==> src/sv/iapw_pkg.sv <==
`default_nettype none

package iapw_pkg;

   // Store geometry and fixed point format
   localparam int MaxWidth     = 1024;
   localparam int MaxHeight    = 1024;
   localparam int CoefFracBits = 16;

   // Field widths
   localparam int CoefW   = 32;
   localparam int PosW    = 10;
   localparam int ColorW  = 8;
   localparam int DimW    = 11;
   localparam int RgbW    = 3 * ColorW;
   localparam int NumRegs = 8;
   localparam int CsrIdxW = $clog2(NumRegs);

   // Store addressing: row-major, row stride MaxWidth
   localparam int ColBits = $clog2(MaxWidth);
   localparam int RowBits = $clog2(MaxHeight);
   localparam int AddrW   = ColBits + RowBits;
   localparam int Depth   = MaxWidth * MaxHeight;

   // Datapath widths: coefficient times zero-extended position, then a three-term sum
   localparam int ProdW = CoefW + PosW + 1;
   localparam int SumW  = ProdW + 2;
   localparam int SxW   = SumW - CoefFracBits;

   localparam logic signed [SumW-1:0] RoundHalf = SumW'(1) << (CoefFracBits - 1);

   localparam int QueueDepth = 4;
   localparam int QPtrW      = $clog2(QueueDepth);

   localparam logic CmdWrite   = 1'b0;
   localparam logic CmdRequest = 1'b1;

   typedef enum logic [CsrIdxW-1:0] {
      RegCoefXx      = 3'd0,
      RegCoefXy      = 3'd1,
      RegOffsetX     = 3'd2,
      RegCoefYx      = 3'd3,
      RegCoefYy      = 3'd4,
      RegOffsetY     = 3'd5,
      RegImageWidth  = 3'd6,
      RegImageHeight = 3'd7
   } csr_reg_type;

   typedef enum logic [1:0] {
      KindWrite,
      KindHit,
      KindMiss
   } kind_type;

   typedef struct packed {
      logic              cmd;
      logic [PosW-1:0]   pos_x;
      logic [PosW-1:0]   pos_y;
      logic [ColorW-1:0] in_red;
      logic [ColorW-1:0] in_green;
      logic [ColorW-1:0] in_blue;
   } req_payload_type;

   typedef struct packed {
      logic              hit;
      logic [ColorW-1:0] out_red;
      logic [ColorW-1:0] out_green;
      logic [ColorW-1:0] out_blue;
   } rsp_payload_type;

   typedef struct packed {
      kind_type         kind;
      logic [AddrW-1:0] addr;
      logic [RgbW-1:0]  rgb;
   } entry_type;

   // Push side of the queue
   typedef struct packed {
      logic      valid;
      entry_type entry;
   } push_type;

   // Pop side of the queue
   typedef struct packed {
      logic      valid;
      entry_type entry;
   } head_type;

endpackage

`default_nettype wire

==> src/sv/iapw_queue.sv <==
`default_nettype none

module iapw_queue (
   input  wire logic                clock,
   input  wire logic                reset,
   input  wire iapw_pkg::push_type  push,
   output logic                     full,
   input  wire logic                pop,
   output iapw_pkg::head_type       head
);

   localparam int PtrW = iapw_pkg::QPtrW;

   iapw_pkg::entry_type   slot_ff [iapw_pkg::QueueDepth];
   logic [PtrW-1:0]       wr_ptr_ff, wr_ptr_in, rd_ptr_ff, rd_ptr_in;
   logic [PtrW:0]         count_ff, count_in;
   logic                  do_push, do_pop;

   always_comb begin
      full     = (count_ff == (PtrW+1)'(iapw_pkg::QueueDepth));
      do_push  = push.valid && !full;
      do_pop   = pop && (count_ff != '0);
      wr_ptr_in = do_push ? wr_ptr_ff + PtrW'(1) : wr_ptr_ff;
      rd_ptr_in = do_pop ? rd_ptr_ff + PtrW'(1) : rd_ptr_ff;
      count_in  = count_ff + (PtrW+1)'(do_push) - (PtrW+1)'(do_pop);
      head.valid = (count_ff != '0);
      head.entry = slot_ff[rd_ptr_ff];
   end

   always_ff @(posedge clock) begin
      if (reset) begin
         wr_ptr_ff <= '0;
         rd_ptr_ff <= '0;
         count_ff  <= '0;
      end else begin
         wr_ptr_ff <= wr_ptr_in;
         rd_ptr_ff <= rd_ptr_in;
         count_ff  <= count_in;
      end
   end

   always_ff @(posedge clock) begin
      if (do_push) begin
         slot_ff[wr_ptr_ff] <= push.entry;
      end
   end

endmodule

`default_nettype wire

==> config.mk <==
export PLATFORM = sky130hd
export DESIGN_NAME = iapw_queue
export DESIGN_NICKNAME = d
export VERILOG_FILES = /design/src/sv/iapw_pkg.sv /design/src/sv/iapw_queue.sv
export SDC_FILE = /design/constraint.sdc
export NUM_CORES = 1
export LEC_CHECK = 0
export BUFFER_PORTS_ARGS = -buffer_cell sky130_fd_sc_hd__buf_2
export CORE_MARGIN = 1
export CORE_UTILIZATION = 35
export CTS_BUF_LIST = sky130_fd_sc_hd__clkbuf_4
export DETAILED_ROUTE_END_ITERATION = 8
export SYNTH_ARGS = -nofsm -noshare
export SYNTH_HDL_FRONTEND = slang
export SYNTH_SLANG_ARGS = --single-unit
==> constraint.sdc <==
create_clock -name clock -period 3.16 [get_ports clock]
set_input_delay 0.474 -clock clock [delete_from_list [all_inputs] [get_ports clock]]
set_output_delay 0.474 -clock clock [all_outputs]
set_load 0.03 [all_outputs]
Word-level counts from Yosys, hierarchy flattened
Memories as Yosys holds them, arrays and structs flattened. A register that Yosys moved wholly into a read port is not among the register bits.
Cells that the tools add are included.

storage, ports and cells
  register bits = 7
  bits in writable memories = 184
  output and inout bits = 48
  memories = 1

operators by class
  multiplexer cells = 4
  equality and inequality tests = 1
  reduce and logical (&&, ||, !) cells = 4
  add/subtract/negate cells = 4

memories
  memory   words  width  read ports  clocked after Yosys merged registers in  write ports  line              text
  slot_ff  4      46     1           1                                        1            iapw_queue.sv:14  iapw_pkg::entry_type slot_ff [iapw_pkg::QueueDepth];

operator list
  operator               number
  $add A2 B1 Y2 const B  2
  $mux W2                2
  $add A3 B1 Y3          1
  $eq A3 B3 Y1 const B   1
  $reduce_bool A3 Y1     1
  $sub A3 B1 Y3          1
  $logic_and A1 B1 Y1    2
  $mux W1                2
  $logic_not A1 Y1       1

Depth between registers and ports, before layout
  depth after elaboration = 5
  depth in mapped cells = 11
  depth with buffers taken out = 11

Worst setup path before layout
Ideal clock, no wire load.

  path kind = reg2reg
  start point = reg count_ff[1]
  end point = reg count_ff[2]
  arrival time = 2.358 ns
  cell stages (with the launch flop) = 12
  path buffers = 0
  clock period less this slack = 2.436 ns
  setup slack = 0.724 ns
  cell sequence = dfxtp_1 -> nor3b_2 -> nor2_1 -> inv_1 -> ha_1 -> inv_1 -> ha_1 -> inv_1 -> fa_1 -> xor2_1 -> and2_1 -> nor3_1

between the ends
  word-level cells in the longest chain between the ends = 5

ends and longest elaborated chain
  element                 line              text
  start, declared         iapw_queue.sv:16  logic [PtrW:0] count_ff, count_in;
  start signal, assigned  iapw_queue.sv:38  count_ff <= count_in;
  $eq A3 B3 Y1            iapw_queue.sv:20  full = (count_ff == (PtrW+1)'(iapw_pkg::QueueDepth));
  net full                iapw_queue.sv:7   output logic full,
  $logic_not A1 Y1        iapw_queue.sv:21  do_push = push.valid && !full;
  $logic_and A1 B1 Y1     iapw_queue.sv:21
  $add A3 B1 Y3           iapw_queue.sv:25  count_in = count_ff + (PtrW+1)'(do_push) - (PtrW+1)'(do_pop);
  $sub A3 B1 Y3           iapw_queue.sv:25

The timed path passes the listed nets, and every way through them passes these cells.
A chain may end at the register's enable or synchronous reset.

==> impl_metrics.csv <==
group,metric,value,unit
synthesis,synth_cell_types,26,
placement,hpwl,8310,microns
critical_path,critPathKind,"reg2out",
critical_path,reg2reg_path_depth,11,
power,power.share.clock,20.1,%
sta,timing_max_transition_violations_final,0,
critical_path,critical_path_peak_fanout,17,
drt,drc,0,
synthesis,synth-async-reset-ratio,0,%
power,switching_share,33.4,%
global_routing,antenna_violations_before_repair,1,
power,power_frac_comb,30.2,%
drt,vias,3207,
synthesis,synth_area,7170,sq um
critical_path,cpPeakStageDelay,590,ps
global_routing,grt_pass1_vias,3548,
clocking,cts_tree,"done",
global_routing,gr-usage-met1,16.2,%
finish,area_growth,15.8,%
sta,tightestPinTransition,548,ps
floorplanning,placeableCoreArea,19800,sq um
sta,unrepaired_setup_endpoints_after_global_routing,"false",
clocking,htree_num_levels,4,
drt,drtPass1Iterations,4,
critical_path,endpoint_kind,"output port",
clocking,number_of_buffers_added_for_setup_after_cts,0,
worst_hold_path,worst_hold_path.num_cells,1,
synthesis,yosysMostFrequentCell,"sky130_fd_sc_hd__edfxtp_1",
floorplanning,die_width,145,microns
critical_path,reg2reg_setup_slack,780,ps
critical_path,critical_path_arrival,2280,ps
floorplanning,initial_core_util,36.2,%
clocking,clkTransAtPathRegs,160,ps
sta,postLayoutSetupSlackWorst,409,ps
drt,finalWirelength,12900,microns
global_routing,grt_start_max_net_pins,27,
synthesis,synth_top_area_share,77.1,%
critical_path,cp_cell_sequence,"buf_4 > mux4_1 > buf_2",
synthesis,cell_type_with_the_highest_aggregate_area_in_the_netlist,"sky130_fd_sc_hd__edfxtp_1",
synthesis,synthesis.instances,289,
finish,final_design_area_no_fill,8300,sq um
clocking,clock_tree.buffer_depth,2,
critical_path,regToRegEndpoint,"count_ff[2]",
drt,routedWlPerCell,18.8,microns
critical_path,slowest_stage,"sky130_fd_sc_hd__dfxtp_4",
sta,fin_worst_hold_slack,114,ps
sta,timing.final.crit_share,87.1,%
critical_path,largest_delay_contributor_family_on_the_critical_path,"flip-flops",
worst_hold_path,type_of_the_most_critical_hold_path,"in2reg",
drt,drtAntennaViolNets,0,
clocking,ctsResizeCount,0,
synthesis,synthesis.area_per_instance,24.8,sq um
floorplanning,design.die.area,21100,sq um
global_routing,grt.busiest_layer,"met2",
worst_hold_path,worst_hold_startpoint,"push[4]",
clocking,clock_latency,560,ps
synthesis,dominantRegCellSynth,"sky130_fd_sc_hd__edfxtp_1",
power,seq_power_share,49.7,%
finish,n_antenna_cell,0,
synthesis,number_of_flops_mapped_to_enable_cells_by_yosys,184,
placement,routabilityCongestion,0.674,
finish,nets,463,
floorplanning,die_h,145,microns
power,vdd.ir_drop.worst,0.322,mV
synthesis,synthesis.nets,346,
synthesis,synth.ff_latch_count,193,
placement,i_o_buffers,97,
clocking,postCtsHoldBufs,0,
floorplanning,floorplan.rows,51,
clocking,tritoncts_num_sinks,193,
power,power.internal,4350,uW
drt,vias_per_cell,4.69,
critical_path,critical_path_required,2690,ps
floorplanning,floorplan.io_pins,98,
clocking,numCtsBuffers,17,
sta,final.setup.tns,0,ps
synthesis,synth.top_cells.by_count,"184 x sky130_fd_sc_hd__edfxtp_1, 40 x sky130_fd_sc_hd__mux4_2, 9 x sky130_fd_sc_hd__dfxtp_1",
sta,max_clock_freq,0.363,GHz
synthesis,ys_warn_count,0,
global_routing,met2_resource_use_gr,21.4,%
critical_path,worstReg2RegStart,"count_ff[1]",
global_routing,grt_pass1_wl,20300,microns
status,status,"complete, no violations",
run,max_cap_viol_count,0,
power,static-leakage-power,0.00277,uW
synthesis,yosysSeqAreaShare,79.6,%
critical_path,worst_setup_start_kind,"flip-flop",
worst_hold_path,min_to,"slot_ff[2][4]",
synthesis,netlist_top_cells_area,"sky130_fd_sc_hd__edfxtp_1 77%, sky130_fd_sc_hd__mux4_2 13%, sky130_fd_sc_hd__dfxtp_1 2.5%, sky130_fd_sc_hd__mux4_1 2.2%, sky130_fd_sc_hd__buf_12 1.1%",
critical_path,critical_path.n_buffers_inverters,2,
placement,detailedPlace.worstSlack,740,ps
sta,slew-limit-headroom,63.0,%
global_routing,grt_util_met3,4.56,%
sta,timing.final.setup_violations,0,
power,netSwitchingPower,2180,uW
global_routing,globalRouteOverflowTotal,0,
drt,first_iter_violations,147,
finish,drive_gt1_share,44.6,%
global_routing,grt_usage,13.1,%
clocking,clk_root_buffer_cell,"sky130_fd_sc_hd__clkbuf_4",
power,cellPowerDensity,787,nW/um^2
placement,postPlaceCellArea,8020,sq um
sta,fin_worst_skew,18.6,ps
sta,timing.final.crit_period,2750,ps
sta,count_of_endpoints_failing_hold_in_the_final_timing_report,0,
==> worst max-delay path by stage <==
stage / from / to / slack, ps / cells past startpoint
2_1_floorplan: count_ff[1] / count_ff[2] / 720 / 11
3_3_place_gp: push[46] / count_ff[2] / 850 / 12
3_5_place_dp: push[46] / count_ff[2] / 740 / 12
4_1_cts: flip-flop / head[42] / 270 / 3
5_1_grt: flip-flop / head[42] / 220 / 3
6_report: flip-flop / head[42] / 410 / 3
==> cell type report <==
| class | instances | area, sq um |
|---|---|---|
| repair buffers | 109 | 626 |
| flip-flops and latches | 193 | 5710 |
| clock buffers | 17 | 128 |
| fillers | 1766 | 11500 |
| well taps | 265 | 332 |
| inverters | 6 | 22.5 |
| multi-input cells | 79 | 1330 |
| clock inverters | 15 | 156 |
==> power by group through the flow <==
stage / registers, uW / logic (uW) / clock network [uW]
2_1_floorplan: 3230 / 1560 / 0
3_3_place_gp: 3290 / 2000 / 0
3_5_place_dp: 3320 / 2020 / 0
4_1_cts: 3260 / 2020 / 1380
5_1_grt: 3290 / 2110 / 1470
6_report: 3250 / 1970 / 1320
==> registers in the layout, indices dropped and copies added, names as in the netlist, named ones only <==
name       count
rd_ptr_ff      2
slot_ff      184
wr_ptr_ff      2
count_ff       3
==> cell families (layout without fill, tap and decap cells) <==
logic type,count (synthesis),after routing,synth area share (%)
simple gates,18,18,1.43
flops,193,193,79.6
compound gates,4,4,0.384
buf+inv,17,147,1.99
fa+ha+maj,7,7,1.33
xor+xnor,3,3,0.367
mux,47,47,14.9
==> cell usage in the layout (no fill, tap or decap), drive strengths merged <==
cell	Yosys	layout
a21oi	1	1
mux4	46	46
nand2b	2	2
nor3b	1	1
nor2	6	6
ha	6	6
nor3	1	1
xor2	2	2
and2	5	5
clkinv	0	4
clkinvlp	0	4
nor2b	1	1
clkbuf	2	17
mux2i	1	1
buf	9	109
dfxtp	9	9
or3	2	2
o311ai	1	1
o21ai	1	1
o31a	1	1
edfxtp	184	184
bufinv	0	2
inv	6	11
xnor2	1	1
fa	1	1
==> per-layer routing <==
| metal | routed length (microns) | up-vias |
|---|---|---|
| li1 | - | 1449 |
| met1 | 5710 | 1668 |
| met2 | 6360 | 78 |
| met3 | 659 | 10 |
| met4 | 136 | 2 |
| met5 | 13 | - |
==> per-stage QoR <==
stage | util (%) | total power [uW] | std cells
final | 42.0 | 6530 | 684
after global routing | 42.0 | 6870 | 684
after CTS | 42.0 | 6660 | 684
after detailed placement | 40.5 | 5340 | 652
after global placement | 40.5 | 5290 | 652
after floorplan | - | 4790 | 289
Note: power is estimated with default switching activity, not from simulation.
