**src/sv/iapw_pkg.sv**
```systemverilog
`default_nettype none

package iapw_pkg;

   // Store geometry and fixed point format
   localparam int MaxWidth     = 1024;
   localparam int MaxHeight    = 1024;
   localparam int CoefFracBits = 16;

   // Field widths
   localparam int CoefW   = 32;
   localparam int PosW    = 10;
   localparam int ColorW  = 8;
   localparam int DimW    = 11;
   localparam int RgbW    = 3 * ColorW;
   localparam int NumRegs = 8;
   localparam int CsrIdxW = $clog2(NumRegs);

   // Store addressing: row-major, row stride MaxWidth
   localparam int ColBits = $clog2(MaxWidth);
   localparam int RowBits = $clog2(MaxHeight);
   localparam int AddrW   = ColBits + RowBits;
   localparam int Depth   = MaxWidth * MaxHeight;

   // Datapath widths: coefficient times zero-extended position, then a three-term sum
   localparam int ProdW = CoefW + PosW + 1;
   localparam int SumW  = ProdW + 2;
   localparam int SxW   = SumW - CoefFracBits;

   localparam logic signed [SumW-1:0] RoundHalf = SumW'(1) << (CoefFracBits - 1);

   localparam int QueueDepth = 4;
   localparam int QPtrW      = $clog2(QueueDepth);

   localparam logic CmdWrite   = 1'b0;
   localparam logic CmdRequest = 1'b1;

   typedef enum logic [CsrIdxW-1:0] {
      RegCoefXx      = 3'd0,
      RegCoefXy      = 3'd1,
      RegOffsetX     = 3'd2,
      RegCoefYx      = 3'd3,
      RegCoefYy      = 3'd4,
      RegOffsetY     = 3'd5,
      RegImageWidth  = 3'd6,
      RegImageHeight = 3'd7
   } csr_reg_type;

   typedef enum logic [1:0] {
      KindWrite,
      KindHit,
      KindMiss
   } kind_type;

   typedef struct packed {
      logic              cmd;
      logic [PosW-1:0]   pos_x;
      logic [PosW-1:0]   pos_y;
      logic [ColorW-1:0] in_red;
      logic [ColorW-1:0] in_green;
      logic [ColorW-1:0] in_blue;
   } req_payload_type;

   typedef struct packed {
      logic              hit;
      logic [ColorW-1:0] out_red;
      logic [ColorW-1:0] out_green;
      logic [ColorW-1:0] out_blue;
   } rsp_payload_type;

   typedef struct packed {
      kind_type         kind;
      logic [AddrW-1:0] addr;
      logic [RgbW-1:0]  rgb;
   } entry_type;

   // Push side of the queue
   typedef struct packed {
      logic      valid;
      entry_type entry;
   } push_type;

   // Pop side of the queue
   typedef struct packed {
      logic      valid;
      entry_type entry;
   } head_type;

endpackage

`default_nettype wire

```
**src/sv/iapw_front.sv**
```systemverilog
`default_nettype none

module iapw_front (
   input  wire logic                                 clock,
   input  wire logic                                 reset,
   input  wire logic                                 csr_wr_en,
   input  wire logic [iapw_pkg::CsrIdxW-1:0]         csr_index,
   input  wire logic [iapw_pkg::CoefW-1:0]           csr_wdata,
   input  wire logic                                 req_valid,
   output logic                                      req_stall,
   input  wire iapw_pkg::req_payload_type            req_data,
   input  wire logic                                 q_full,
   output iapw_pkg::push_type                        push
);

   localparam int SumW = iapw_pkg::SumW;
   localparam int ProdW = iapw_pkg::ProdW;
   localparam int SxW = iapw_pkg::SxW;
   localparam int Frac = iapw_pkg::CoefFracBits;

   logic signed [iapw_pkg::CoefW-1:0] coef_xx_ff, coef_xy_ff, offset_x_ff;
   logic signed [iapw_pkg::CoefW-1:0] coef_yx_ff, coef_yy_ff, offset_y_ff;
   logic [iapw_pkg::DimW-1:0]         width_ff, height_ff;

   always_ff @(posedge clock) begin
      if (reset) begin
         coef_xx_ff  <= iapw_pkg::CoefW'(32'sd65536);
         coef_xy_ff  <= '0;
         offset_x_ff <= '0;
         coef_yx_ff  <= '0;
         coef_yy_ff  <= iapw_pkg::CoefW'(32'sd65536);
         offset_y_ff <= '0;
         width_ff    <= iapw_pkg::DimW'(1024);
         height_ff   <= iapw_pkg::DimW'(1024);
      end else if (csr_wr_en) begin
         case (csr_index)
            iapw_pkg::RegCoefXx:      coef_xx_ff  <= csr_wdata;
            iapw_pkg::RegCoefXy:      coef_xy_ff  <= csr_wdata;
            iapw_pkg::RegOffsetX:     offset_x_ff <= csr_wdata;
            iapw_pkg::RegCoefYx:      coef_yx_ff  <= csr_wdata;
            iapw_pkg::RegCoefYy:      coef_yy_ff  <= csr_wdata;
            iapw_pkg::RegOffsetY:     offset_y_ff <= csr_wdata;
            iapw_pkg::RegImageWidth:  width_ff    <= csr_wdata[iapw_pkg::DimW-1:0];
            iapw_pkg::RegImageHeight: height_ff   <= csr_wdata[iapw_pkg::DimW-1:0];
            default: ;
         endcase
      end
   end

   // Clamp dimensions to the store size
   logic [SxW-1:0] w_ext, h_ext, w_eff, h_eff;

   always_comb begin
      w_ext = SxW'(width_ff);
      h_ext = SxW'(height_ff);
      w_eff = (w_ext > SxW'(iapw_pkg::MaxWidth)) ? SxW'(iapw_pkg::MaxWidth) : w_ext;
      h_eff = (h_ext > SxW'(iapw_pkg::MaxHeight)) ? SxW'(iapw_pkg::MaxHeight) : h_ext;
   end

   logic en;
   logic s3_valid_ff;

   // Whole front advances together; hold while the last stage cannot push
   assign en        = !q_full || !s3_valid_ff;
   assign req_stall = !en;

   // Stage 1: products
   logic                         s1_valid_ff, s1_valid_in, wr_ok;
   logic                         s1_cmd_ff;
   logic [iapw_pkg::PosW-1:0]    s1_px_ff, s1_py_ff;
   logic [iapw_pkg::RgbW-1:0]    s1_rgb_ff;
   logic signed [ProdW-1:0]      s1_pxx_ff, s1_pxy_ff, s1_pyx_ff, s1_pyy_ff;
   logic signed [SumW-1:0]       s1_offx_ff, s1_offy_ff;
   logic signed [iapw_pkg::PosW:0] x_s, y_s;

   always_comb begin
      x_s   = $signed({1'b0, req_data.pos_x});
      y_s   = $signed({1'b0, req_data.pos_y});
      wr_ok = (SxW'(req_data.pos_x) < w_eff) && (SxW'(req_data.pos_y) < h_eff);
      // Drop writes outside the image here
      s1_valid_in = req_valid && ((req_data.cmd == iapw_pkg::CmdRequest) || wr_ok);
   end

   always_ff @(posedge clock) begin
      if (reset) begin
         s1_valid_ff <= 1'b0;
      end else if (en) begin
         s1_valid_ff <= s1_valid_in;
      end
   end

   always_ff @(posedge clock) begin
      if (en) begin
         s1_cmd_ff  <= req_data.cmd;
         s1_px_ff   <= req_data.pos_x;
         s1_py_ff   <= req_data.pos_y;
         s1_rgb_ff  <= {req_data.in_red, req_data.in_green, req_data.in_blue};
         s1_pxx_ff  <= ProdW'(coef_xx_ff) * ProdW'(x_s);
         s1_pxy_ff  <= ProdW'(coef_xy_ff) * ProdW'(y_s);
         s1_pyx_ff  <= ProdW'(coef_yx_ff) * ProdW'(x_s);
         s1_pyy_ff  <= ProdW'(coef_yy_ff) * ProdW'(y_s);
         // Fold the rounding bias into the offset
         s1_offx_ff <= SumW'(offset_x_ff) + iapw_pkg::RoundHalf;
         s1_offy_ff <= SumW'(offset_y_ff) + iapw_pkg::RoundHalf;
      end
   end

   // Stage 2: biased sums
   logic                      s2_valid_ff, s2_cmd_ff;
   logic [iapw_pkg::PosW-1:0] s2_px_ff, s2_py_ff;
   logic [iapw_pkg::RgbW-1:0] s2_rgb_ff;
   logic signed [SumW-1:0]    s2_tx_ff, s2_ty_ff;

   always_ff @(posedge clock) begin
      if (reset) begin
         s2_valid_ff <= 1'b0;
      end else if (en) begin
         s2_valid_ff <= s1_valid_ff;
      end
   end

   always_ff @(posedge clock) begin
      if (en) begin
         s2_cmd_ff <= s1_cmd_ff;
         s2_px_ff  <= s1_px_ff;
         s2_py_ff  <= s1_py_ff;
         s2_rgb_ff <= s1_rgb_ff;
         s2_tx_ff  <= SumW'(s1_pxx_ff) + SumW'(s1_pxy_ff) + s1_offx_ff;
         s2_ty_ff  <= SumW'(s1_pyx_ff) + SumW'(s1_pyy_ff) + s1_offy_ff;
      end
   end

   // Stage 3: classify. With the bias added, the rounded coordinate is the
   // integer part, and it is in range only when the biased sum is positive.
   iapw_pkg::entry_type s3_entry_ff, s3_entry_in;
   logic [SxW-1:0]      sx_full, sy_full;
   logic                in_x, in_y;

   always_comb begin
      sx_full = s2_tx_ff[SumW-1:Frac];
      sy_full = s2_ty_ff[SumW-1:Frac];
      in_x    = !s2_tx_ff[SumW-1] && (s2_tx_ff != '0) && (sx_full < w_eff);
      in_y    = !s2_ty_ff[SumW-1] && (s2_ty_ff != '0) && (sy_full < h_eff);
      s3_entry_in.rgb = s2_rgb_ff;
      if (s2_cmd_ff == iapw_pkg::CmdWrite) begin
         s3_entry_in.kind = iapw_pkg::KindWrite;
         s3_entry_in.addr = {iapw_pkg::RowBits'(s2_py_ff), iapw_pkg::ColBits'(s2_px_ff)};
      end else begin
         s3_entry_in.kind = (in_x && in_y) ? iapw_pkg::KindHit : iapw_pkg::KindMiss;
         s3_entry_in.addr = {s2_ty_ff[Frac +: iapw_pkg::RowBits],
                             s2_tx_ff[Frac +: iapw_pkg::ColBits]};
      end
   end

   always_ff @(posedge clock) begin
      if (reset) begin
         s3_valid_ff <= 1'b0;
      end else if (en) begin
         s3_valid_ff <= s2_valid_ff;
      end
   end

   always_ff @(posedge clock) begin
      if (en) begin
         s3_entry_ff <= s3_entry_in;
      end
   end

   assign push.valid = s3_valid_ff;
   assign push.entry = s3_entry_ff;

endmodule

`default_nettype wire

```
**config.mk**
```make
export PLATFORM = sky130hd
export DESIGN_NAME = iapw_front
export DESIGN_NICKNAME = d
export VERILOG_FILES = /design/src/sv/iapw_pkg.sv /design/src/sv/iapw_front.sv
export SDC_FILE = /design/constraint.sdc
export NUM_CORES = 2
export LEC_CHECK = 0
export BUFFER_PORTS_ARGS = -buffer_cell sky130_fd_sc_hd__buf_2
export CORE_UTILIZATION = 66
export CTS_CLUSTER_SIZE = 14
export DETAILED_ROUTE_END_ITERATION = 7
export GPL_TIMING_DRIVEN = 1
export HOLD_SLACK_MARGIN = 0.12
export MAX_ROUTING_LAYER = met4
export PLACE_DENSITY = 0.9
export SLEW_MARGIN = 15
export SYNTH_ARGS = -nofsm -noshare
export SYNTH_HDL_FRONTEND = slang
export SYNTH_SLANG_ARGS = --single-unit
```
**constraint.sdc**
```tcl
create_clock -name clock -period 15.1 [get_ports clock]
set_clock_uncertainty 0.2 [all_clocks]
set_input_delay 1.51 -clock clock [delete_from_list [all_inputs] [get_ports clock]]
set_output_delay 1.51 -clock clock [all_outputs]
set_load 0.02 [all_outputs]
```
* Word-level counts from Yosys, hierarchy flattened
Index checks and enable logic that the tools add are counted.
** Operators by class
- Add/sub/neg operators :: 6
- Multiply operators :: 4
- Order comparisons :: 6
- Equal/unequal tests :: 7
- Mux-type cells :: 4
- Reduce and logical (&&, ||, !) cells :: 25
** Operator list (number)
- multiplier 32 x 11 -> 43 bit :: 4
- adder 44 x 45 -> 45 bit :: 2
- nonzero test 45 bit :: 2
- adder 43 x 43 -> 44 bit :: 2
- adder 32 x 17 -> 33 bit, second input constant :: 2
- less-than comparator 29 x 11 -> 1 bit :: 2
- > comparator 11 bit, second input constant :: 2
- less-than comparator 10 x 11 -> 1 bit :: 2
- two-way mux 11 bit :: 2
- two-way mux 20 bit :: 1
- AND reduction 2 bit :: 8
- == test 3 bit, second input constant :: 4
- logical AND 1 bit :: 7
- == test 3 x 2 -> 1 bit, second input constant :: 2
- logical NOT 1 bit :: 5
- == test 3 x 1 -> 1 bit, second input constant :: 1
- logical NOT 3 bit :: 1
- logical OR 1 bit :: 2
- two-way mux 2 bit :: 1
** Storage, ports and cells
- Register bits :: 705
- Bits of input ports :: 85
- Output and inout bits :: 48

* Longest topological paths before layout
- Word-level depth :: 6
- Mapped depth :: 25
- Depth with buffers taken out :: 23

* Worst setup path before layout
OpenSTA, ideal clock, no wires.
- Path kind :: input port to output port
- Start point :: in q_full
- End point :: out req_stall
- Arrival time :: 13472 ps
- Data required time :: 13390 ps
- Setup slack :: -82 ps
- Cell stages on the path :: 2
- Path through :: nand2_1 inv_1
** On the way
- Word-level cells in the longest chain between the ends :: 3
** Ends and longest elaborated chain
- from (decl) :: line iapw_front.sv:12 : input wire logic q_full,
- logical NOT 1 bit :: line iapw_front.sv:64 : assign en = !q_full || !s3_valid_ff;
- logical OR 1 bit :: line iapw_front.sv:64
- logical NOT 1 bit :: line iapw_front.sv:65 : assign req_stall = !en;
- to (decl) :: line iapw_front.sv:10 : output logic req_stall,
No other way between the ends.

* Final worst setup path
- Start point :: in req_data[36] (netlist bit)
- End point :: reg s1_pyx_ff[42] (data pin)
** On the way
- Word-level cells in the longest chain between the ends :: 1
** Ends and longest elaborated chain
- from (decl) :: line iapw_front.sv:11 : input wire iapw_pkg::req_payload_type req_data,
- multiplier 32 x 11 -> 43 bit :: line iapw_front.sv:100 : s1_pyx_ff <= ProdW'(coef_yx_ff) * ProdW'(x_s);
- to (signal assigned) :: line iapw_front.sv:100
- to (decl) :: line iapw_front.sv:72 : logic signed [ProdW-1:0] s1_pxx_ff, s1_pxy_ff, s1_pyx_ff, s1_pyy_ff;
No other way between the ends.
A chain may end at the register's enable or synchronous reset.

==> flow_summary.toml <==
[run_status]
status = "finished clean"

[yosys]
synth_compound_area_frac = 0.07713
netlist-cell-type-count = 89
ys_seq_area_frac = 0.2487
synth-edff-count = 464
synthesis.nets = 9298
synth_xor_area_frac = 0.03337
ys.flop_type = "edfxtp_1"
yosys-mux-area-fraction = 0.003064
ys_warn_count = 0
ys_ff_latch = 681
async_reset_ff_frac = 0
synth_cells = 7535
syn_area_mm2 = 0.07350
yosys.area_share.simple = 0.1445
synth_fa_ha_area_frac = 0.4062
synth_top_family_by_area = "adder cells"
syn_area_per_cell_um2 = 9.754

[place]
dpl_cell_area_mm2 = 0.07492
port_buffers = 132
finalWeightedCongestion = 0.9721
dp.final_hpwl_mm = 139.6

[cts]
htreeDepth = 3
ctsHoldBuffers = 0
cts_tree = "done"
cts_buffers = 78
worst_skew_pair.late_latency_ns = 0.65
postCtsSetupRepairBufs = 0
clock_sinks = 681
root_buffer = "clkbuf_16"
cts_buffer_depth = 3
cts_resized = 0
cts.clk_slew.worst_paths_ns = 0.06

[route]
first_pass_iters = 6
wl_mm = 185.8
drc = 0
ant_nets = 0
routedWlPerCell_um = 20.73
vias = 53033
via_per_inst = 5.916
drtIter0Drc = 4398

[sta]
rsz0062_at_grt = "no"
tightestPinTransition_ns = 1.254
fin_crit_sh = 0.5324
min_period_ns = 8.039
hold_violations = 0
drv_slew = 0
finalSetupTns_ns = 0
fmax_ghz = 0.1244
finalSetupViolCount = 0
relSlewSlack = 0.1639

[finish]
syn2layout_area_growth_pct = 5.492
postLayoutCellArea_mm2 = 0.07754
final_util = 0.7016
fill_cells = 7771
drive_gt1_frac = 0.04766
layout.nets = 9168
layout_common_cells = "inv_1 (1323), nand2_1 (1276), fa_1 (1180)"
layout_commonest_cell = "inv_1"

[setup_path]
cp.required_ns = 15.29
end_kind = "register"
cp_max_fo = 66
startpoint_type = "input pin"
crit_buf_inv = 5
critPathKind = "input pin to register"
path_cells = "buf_2 -> buf_4 -> nand2_1 -> fa_1 -> fa_1 -> inv_1 -> fa_1 -> fa_1 -> inv_1 -> fa_1 -> inv_1 -> ha_1 -> a21oi_1 -> o21ai_0 -> a31oi_1 -> nand2_1 -> a21oi_1 -> nor4_1 -> nor3_1 -> nor2_1 -> a211oi_1 -> a21oi_1 -> xnor2_1"
crit_arrival_ns = 8.23
crit_top_cell = "fa_1"
r2r-end = "s1_pyx_ff[42]"
reg2reg_depth = 21
cp_slowest_cell = "buf_4"
r2r-start = "coef_yx_ff[8]"
r2r_slack_ns = 8.12
crit_family = "adder cells"
critical_path.max_stage_delay_ns = 0.72

[power]
peakVddDrop_mv = 0.09664
power.density_mw_per_mm2 = 77.60
p_switching_w = 0.002003
p_int_w = 0.004014
p_seq_frac = 0.424
p_sw_frac = 0.3328
p_clk_frac = 0.324
comb_power_share = 0.251
p_leak_nw = 37.73

[die]
ios = 133
dieArea_mm2 = 0.1127
core_mm2 = 0.1105
initial_utilization = 0.6651
rows = 122
fp.dieW_um = 335.7
die-height_um = 335.7

[global_routing]
grt_pass1_vias = 57178
grt_start_max_net_pins = 162
globalRoute.totalOverflow = 0
antenna_found_initial = 7
grt_usage = 0.3533
grt_first_pass_wirelength_mm = 299.9

[hold_path]
hold_class = "register to register"
hp-start = "s2_rgb_ff[9]"
hold_end = "push[9]"
min_path_cells = 0

[run]
drv_cap = 0
-- cell families (layout without fill, tap and decap cells) --
| logic type | Yosys count | count (layout) |
|---|---|---|
| other | 0 | 7 |
| and+or+nand+nor | 2265 | 2265 |
| muxes | 20 | 20 |
| adders and majority gates | 1678 | 1678 |
| buffers and inverters | 1700 | 1634 |
| xor gates and xnor gates | 280 | 280 |
| DFF | 681 | 681 |
| AOI/OAI and AO/OA | 911 | 911 |
-- how the worst max path moves through the flow --
| stage | startpoint | end | slack (ns) | cells past startpoint |
|---|---|---|---|---|
| 3_5_place_dp | req_data[39] | s1_pyx_ff[42] | 6.53 | 23 |
| 4_1_cts | req_data[39] | s1_pyx_ff[42] | 7.16 | 23 |
| 6_report | req_data[36] | s1_pyx_ff[42] | 7.06 | 23 |
| 3_3_place_gp | req_data[39] | s1_pyx_ff[42] | 6.70 | 23 |
| 5_1_grt | req_data[36] | s1_pyx_ff[42] | 6.85 | 23 |
| 2_1_floorplan | q_full | req_stall | 5.09 | 2 |
-- cell type report --
cell class | instances | area, um^2 | area share
antenna | 7 | 17.52 | 0.0002259
clock buffer | 99 | 2145 | 0.02766
clock inverter | 45 | 455.4 | 0.005874
inverter | 1323 | 4966 | 0.06405
multi-input combinational | 5154 | 48870 | 0.6303
sequential | 681 | 18280 | 0.2357
tap | 1488 | 1862 | 0.02401
timing repair buffer | 167 | 942.2 | 0.01215
-- synth_stat cells (all sizes together) (27+ instances only) --
cell type	count	area share
ha	498	0.085
inv	1323	0.068
nand2b	33	0.0028
dfxtp	217	0.059
o21a	31	0.0032
fa	1180	0.32
a31oi	30	0.0027
o21ai	114	0.0080
o21bai	31	0.0032
nor2b	34	0.0029
nand2	1277	0.065
xnor2	201	0.024
clkbuf	365	0.019
a21o	165	0.017
a21oi	429	0.029
and2	569	0.048
xor2	79	0.0094
nor2	132	0.0068
nand3	55	0.0037
edfxtp	464	0.19
nand4	48	0.0041
nor4	27	0.0023
-- stage by stage --
stage	setup WS (ns)	instances	power [W]	hold WS (ns)
6_report	7.061	8964	0.006017	0.2138
5_1_grt	6.847	8963	0.006274	0.2262
4_1_cts	7.160	8957	0.005998	0.2156
3_5_place_dp	6.529	8813	0.004046	0.2045
3_3_place_gp	6.703	8813	0.003986	0.2005
2_1_floorplan	5.092	7535	0.003537	0.2003
-- registers in the layout, indices dropped and copies added, names as in the netlist, 33 cells and up --
signal	count
push	46
s2_tx_ff	45
s2_ty_ff	45
s1_pxx_ff	43
s1_pxy_ff	43
s1_pyx_ff	43
s1_pyy_ff	43
s1_offx_ff	33
s1_offy_ff	33
-- metal layers --
| metal | vias to the layer above | GRT usage | part of all wire |
|---|---|---|---|
| li1 | 23220 | - | - |
| met1 | 26530 | 0.4275 | 0.37 |
| met2 | 2639 | 0.5707 | 0.48 |
| met3 | 644 | 0.07790 | 0.10 |
| met4 | 0 | 0.1552 | 0.047 |
| met5 | - | - | 0 |
-- power groups by stage --
stage                     clock (W)  sequential, W  combinational [W]
after floorplan                   0        0.00247            0.00107
after global placement            0        0.00257            0.00142
after detailed placement          0        0.00257            0.00147
after CTS                   0.00196        0.00254            0.00150
after global routing        0.00203        0.00257            0.00168
final                       0.00195        0.00255            0.00151
No activity file was read; power rests on OpenSTA's default activity.
